==> src/hdl/fdef_pkg.sv <==
`timescale 1ns / 1ps
// Shared types and constants for the forward difference edge filter.
// Used by fdef_front, fdef_result and forward_difference_edge_filter.
package fdef_pkg;

  // Defaults for the top level parameters
  localparam int MAX_WIDTH_DEF  = 4096;
  localparam int PIXEL_BITS_DEF = 8;

  // Fixed field widths
  localparam int FW_BITS       = 13;
  localparam int ROW_BITS      = 16;
  localparam int CFG_DATA_BITS = 16;
  localparam int CFG_IDX_BITS  = 1;

  // Register indexes of the configuration port
  localparam logic [CFG_IDX_BITS-1:0] REG_FRAME_WIDTH  = 1'b0;
  localparam logic [CFG_IDX_BITS-1:0] REG_FRAME_HEIGHT = 1'b1;

  // Reset values of the configuration registers
  localparam logic [FW_BITS-1:0]  FRAME_WIDTH_RESET  = 13'd4096;
  localparam logic [ROW_BITS-1:0] FRAME_HEIGHT_RESET = 16'd4096;

  // Number of result slots one pixel can fill
  localparam int SLOTS = 4;

  // Position flags of a captured pixel
  typedef struct packed {
    logic row_end;   // last column of its row
    logic last_row;  // last row of the frame
    logic has_above; // row above exists
    logic has_left;  // column to the left exists
  } fdef_ctl_t;

endpackage

==> src/hdl/fdef_result.sv <==
`timescale 1ns / 1ps
// Result side: difference arithmetic, four-slot result buffer and output
// register. Depends on fdef_pkg.
module fdef_result #(
  parameter int MAX_WIDTH  = fdef_pkg::MAX_WIDTH_DEF,
  parameter int PIXEL_BITS = fdef_pkg::PIXEL_BITS_DEF
) (
  input  logic                          clk,
  input  logic                          rst,
  input  logic                          a_valid,
  input  logic [PIXEL_BITS-1:0]         a_pix,
  input  logic [PIXEL_BITS-1:0]         a_above,
  input  logic [$clog2(MAX_WIDTH)-1:0]  a_col,
  input  logic [fdef_pkg::ROW_BITS-1:0] a_row,
  input  fdef_pkg::fdef_ctl_t           a_ctl,
  output logic                          a_take,
  output logic                          result_valid,
  input  logic                          result_ready,
  output logic [PIXEL_BITS:0]           edge_value,
  output logic [fdef_pkg::ROW_BITS-1:0] out_row,
  output logic [$clog2(MAX_WIDTH)-1:0]  out_col,
  output logic                          last_of_run,
  output logic                          frame_done
);

  localparam int COL_BITS  = $clog2(MAX_WIDTH);
  localparam int EDGE_BITS = PIXEL_BITS + 1;
  localparam int SLOTS     = fdef_pkg::SLOTS;

  logic [PIXEL_BITS-1:0]         left_pixel;
  logic [PIXEL_BITS-1:0]         above_left_pixel;
  logic [SLOTS-1:0]              pend;
  logic [SLOTS-1:0]              pend_next;
  logic [EDGE_BITS-1:0]          slot_edge [SLOTS];
  logic [fdef_pkg::ROW_BITS-1:0] slot_row  [SLOTS];
  logic [COL_BITS-1:0]           slot_col  [SLOTS];
  logic [SLOTS-1:0]              slot_last;
  logic [SLOTS-1:0]              slot_done;

  logic [PIXEL_BITS-1:0]         d_left;
  logic [PIXEL_BITS-1:0]         d_up;
  logic [PIXEL_BITS-1:0]         d_cur_above;
  logic [PIXEL_BITS-1:0]         d_cur_left;
  logic [EDGE_BITS-1:0]          new_edge [SLOTS];
  logic [fdef_pkg::ROW_BITS-1:0] new_row  [SLOTS];
  logic [COL_BITS-1:0]           new_col  [SLOTS];
  logic [SLOTS-1:0]              new_en;
  logic [SLOTS-1:0]              new_last;
  logic                          seen_later;

  logic [1:0]                    sel;
  logic [SLOTS-1:0]              sel_hot;
  logic                          out_load;
  logic [SLOTS-1:0]              pend_after;

  // Absolute differences against the neighbors
  always_comb begin
    d_left      = (left_pixel >= above_left_pixel) ? left_pixel - above_left_pixel
                                                   : above_left_pixel - left_pixel;
    d_up        = (a_above >= above_left_pixel) ? a_above - above_left_pixel
                                                : above_left_pixel - a_above;
    d_cur_above = (a_pix >= a_above) ? a_pix - a_above : a_above - a_pix;
    d_cur_left  = (a_pix >= left_pixel) ? a_pix - left_pixel : left_pixel - a_pix;
  end

  // Candidate results in emission order
  always_comb begin
    new_edge[0] = {1'b0, d_left} + {1'b0, d_up};
    new_row[0]  = a_row - 1'b1;
    new_col[0]  = a_col - 1'b1;
    new_en[0]   = a_ctl.has_above && a_ctl.has_left;

    new_edge[1] = {1'b0, d_cur_above};
    new_row[1]  = a_row - 1'b1;
    new_col[1]  = a_col;
    new_en[1]   = a_ctl.has_above && a_ctl.row_end;

    new_edge[2] = {1'b0, d_cur_left};
    new_row[2]  = a_row;
    new_col[2]  = a_col - 1'b1;
    new_en[2]   = a_ctl.last_row && a_ctl.has_left;

    new_edge[3] = '0;
    new_row[3]  = a_row;
    new_col[3]  = a_col;
    new_en[3]   = a_ctl.last_row && a_ctl.row_end;
  end

  // Mark the last enabled slot of this pixel
  always_comb begin
    seen_later = 1'b0;
    for (int i = SLOTS - 1; i >= 0; i--) begin
      new_last[i] = new_en[i] && !seen_later;
      seen_later  = seen_later || new_en[i];
    end
  end

  // Pick the lowest pending slot
  always_comb begin
    sel = 2'd3;
    for (int i = SLOTS - 1; i >= 0; i--) begin
      if (pend[i]) begin
        sel = 2'(i);
      end
    end
    sel_hot = '0;
    sel_hot[sel] = 1'b1;
  end

  assign out_load   = (pend != '0) && (!result_valid || result_ready);
  assign pend_after = out_load ? (pend & ~sel_hot) : pend;
  assign a_take     = a_valid && (pend_after == '0);
  assign pend_next  = a_take ? new_en : pend_after;

  // Result buffer and neighbor history
  always_ff @(posedge clk) begin
    if (rst) begin
      pend             <= '0;
      left_pixel       <= '0;
      above_left_pixel <= '0;
    end else begin
      pend <= pend_next;
      if (a_take) begin
        left_pixel       <= a_pix;
        above_left_pixel <= a_above;
      end
    end
  end

  always_ff @(posedge clk) begin
    if (a_take) begin
      for (int i = 0; i < SLOTS; i++) begin
        slot_edge[i] <= new_edge[i];
        slot_row[i]  <= new_row[i];
        slot_col[i]  <= new_col[i];
        slot_last[i] <= new_last[i];
        slot_done[i] <= new_last[i] && a_ctl.row_end && a_ctl.last_row;
      end
    end
  end

  // Output register
  always_ff @(posedge clk) begin
    if (rst) begin
      result_valid <= 1'b0;
    end else if (out_load) begin
      result_valid <= 1'b1;
    end else if (result_ready) begin
      result_valid <= 1'b0;
    end
  end

  always_ff @(posedge clk) begin
    if (out_load) begin
      edge_value  <= slot_edge[sel];
      out_row     <= slot_row[sel];
      out_col     <= slot_col[sel];
      last_of_run <= slot_last[sel];
      frame_done  <= slot_done[sel];
    end
  end

endmodule

==> config.mk <==
export PLATFORM = sky130hd
export DESIGN_NAME = fdef_result
export DESIGN_NICKNAME = d
export VERILOG_FILES = /design/src/hdl/fdef_pkg.sv /design/src/hdl/fdef_result.sv
export SDC_FILE = /design/constraint.sdc
export NUM_CORES = 1
export LEC_CHECK = 0
export BUFFER_PORTS_ARGS = -buffer_cell sky130_fd_sc_hd__buf_2
export CAP_MARGIN = 20
export CORE_MARGIN = 3
export CORE_UTILIZATION = 57
export CTS_CLUSTER_SIZE = 20
export DETAILED_ROUTE_END_ITERATION = 12
export GPL_ROUTABILITY_DRIVEN = 0
export HOLD_SLACK_MARGIN = 0.1
export MAX_ROUTING_LAYER = met4
export PLACE_DENSITY = 0.86
export REMOVE_ABC_BUFFERS = 1
export SYNTH_ARGS = -nofsm -noshare
export SYNTH_HDL_FRONTEND = slang
export SYNTH_SLANG_ARGS = --single-unit
==> constraint.sdc <==
create_clock -name clk -period 5.02 [get_ports clk]
set_input_delay 0.502 -clock clk [delete_from_list [all_inputs] [get_ports clk]]
set_output_delay 0.502 -clock clk [all_outputs]
set_load 0.005 [all_outputs]
==> metrics <==
clock latency on the worst-skew pair=0.42 ns; level count of the clock H-tree=4; CP Class=reg2reg; largest cells by area after synthesis=edfxtp_1, ha_1, mux2i_1; Total GRT Usage=23.8%; status=complete, no violations; Min-Delay Path Class=in2reg; EDFF count, synth=127; Mean Syn Cell Area=12.1 sq um; wire per inst=18.9 um; total power draw=3.54 mW; largest net degree at the start of global routing=67; post-cts sizing count=0; Die ar.=16200 sq um; CP Buf/Inv Count=1; met2 WL=9240 um; hold path depth=1; Port Buffers=92; cts hold-fix bufs=0; setup TNS=0 ns; DR DRC count=0; TritonCTS clock tree=yes; P&R area growth vs syn=14.8%; CTS buffer count=17; FF-to-FF End=slot_edge[0][8]; LEAKAGE=4.03 nW; period utilization=82.4%; Max-slew headroom=40.3%; Most used DFF post-synth=edfxtp_1; final cell count without fillers=983; HPWL after DPL=13300 um; worst r2r path cells=13; r2r startpoint=above_left_pixel[1]; layout cells sized above 1=21.2%; slowest CP cell=dfxtp_1; area leader, netlist=edfxtp_1; Nets=920; WP data arrival=4.30 ns; slowest stage delay, CP=0.48 ns; HP Start=a_col[11]; clock skew=0.00698 ns; Core ar.=14100 sq um; Chip Height=127 um; asr flop ratio synth=0%; Cell Area, Synth=8370 sq um; Die Span X=127 um; row count=43; vias in the first global route=5954; Slew Limit Fails=0; cell family with most CP delay=compound AO/OA/AOI/OAI gates; vias per cell=5.90; CTS max path bufs=2; MaxCap Viol Count=0; most numerous cell in the Yosys netlist=edfxtp_1; cell chain of the critical path=inv_1, fa_1, a21o_1, a21oi_1, o21ai_2, a21oi_4, mux2_2, fa_1, a21o_1, a21oi_1, o21bai_1, a21oi_1, o21ai_0; CP startpoint kind=flop; Seq cells post-synth=148; # diodes=0; first-pass GRT wire length=29500 um; worst slew pin tran=0.894 ns; Worst setup EP type=flop; PnR worst setup slack=0.882 ns; post-layout min period=4.14 ns; reg-to-reg slack, setup=0.88 ns; CTS clk-pin slew, worst paths=0.06 ns; Critical Path RT=5.19 ns; Overflow after GRT=0; Hold WS=0.291 ns; RSZ-0062 raised after global routing=no; post-route ant nets=0; fmax=242 MHz; Inst Count DP=949; Initial Util=59.4%; share of the synthesized area in the top cell type=45.6%; CP max FO=6; cell mode on critical path=a21oi_1; Root Buffer=clkbuf_16; Hold Fails Final Rpt=0; via total after detailed routing=5803; Peak VDD IR=0.000224 V; TritonRoute pass-1 iters=5; clk sink count=148; Place WS=0.699 ns; wire length on met1=7380 um; synthesized instance count=691; sequential share of the synthesized area=50.6%; hold endpoint=slot_col[3][11]; initial antenna violation count=0; top-level port count=93; drt initial violations=488; top cell types by occurrence after synthesis=edfxtp_1, ha_1, inv_1, mux2i_1, nor2_1; synth unique cells=55; Pwr per Cell Area=369 nW/um^2; DR WL met3=1370 um; Total Wirelength=18500 um; count of final setup violators=0; Yosys Warn Count=0; Post-CTS Setup Inserts=0; highest metal used=met4
==> state kept, by name, indices dropped and copies added, names as in the netlist, 3 cells and up <==
signal / count
slot_last: 4
slot_done: 3
slot_row: 32
slot_col: 24
slot_edge: 25
left_pixel: 8
edge_value: 9
out_row: 16
out_col: 12
above_left_pixel: 8
pend: 4
==> final cells by class <==
cell class              count  area, sq um
well taps                 180          225
inverters                  47          176
fillers                   949         4490
clock buffers              18          429
multi-input cells         479         3880
clock inverters            14          129
repair buffers             97          523
flip-flops and latches    148         4230
==> cells by family after synthesis <==
group	synth area share, %
other cells	0.0448
fa+ha+maj	12.7
simple gates	7.87
buf+inv	3.23
flops	50.6
xor+xnor	5.34
mux	9.32
compound gates	10.9
==> worst register-to-register path: stages (launching register included) <==
cell and delay (ns):
dfxtp_1 0.48, inv_1 0.20, fa_1 0.47, a21o_1 0.22, a21oi_1 0.30, o21ai_2 0.14, a21oi_4 0.33, mux2_2 0.42
fa_1 0.48, a21o_1 0.18, a21oi_1 0.22, o21bai_1 0.09, a21oi_1 0.23, o21ai_0 0.12
==> power breakdown <==
group,switching [mW],internal (mW)
Sequential,0.0466,1.51
Combinational,0.449,0.347
Clock,0.502,0.686
Total,0.998,2.54
==> metrics by stage <==
step                      instance area (sq um)  utilization (%)
after floorplan                            8280                -
after global placement                     9020             64.0
after detailed placement                   9020             64.0
after CTS                                  9570             67.9
after global routing                       9600             68.1
final                                      9600             68.1
==> worst max-delay path by stage <==
stage,from,to,slack (ns),cells after the start
after global routing,above_left_pixel[1],slot_edge[0][8],0.60,13
after CTS,above_left_pixel[1],slot_edge[0][8],0.90,13
after global placement,a_above[0],slot_edge[0][8],0.93,16
after floorplan,pend[0],pend[0],-1.95,6
final,above_left_pixel[1],slot_edge[0][8],0.88,13
after detailed placement,a_above[0],slot_edge[0][8],0.70,16
==> metal layers <==
| metal | up-vias | GRT usage, % |
|---|---|---|
| met2 | 256 | 39.7 |
| met1 | 2810 | 28.3 |
| met5 | - | - |
| li1 | 2698 | - |
| met3 | 39 | 5.60 |
| met4 | 0 | 8.71 |
==> layout by cell type (no fill, tap or decap), types with 6 or more instances in the layout <==
master / instances
a21oi_1: 37
a31oi_1: 7
xnor2_1: 27
a22oi_1: 8
xor2_1: 24
fa_1: 9
o21bai_1: 6
nand2b_1: 10
a21o_1: 20
o21ai_0: 30
edfxtp_1: 127
dfxtp_1: 21
clkbuf_16: 17
nand2_1: 37
ha_1: 69
nor3_1: 8
mux2i_1: 43
mux2_2: 31
buf_2: 92
nor2b_1: 8
inv_1: 47
nor2_1: 37
Power figures use the tool's default switching activity.
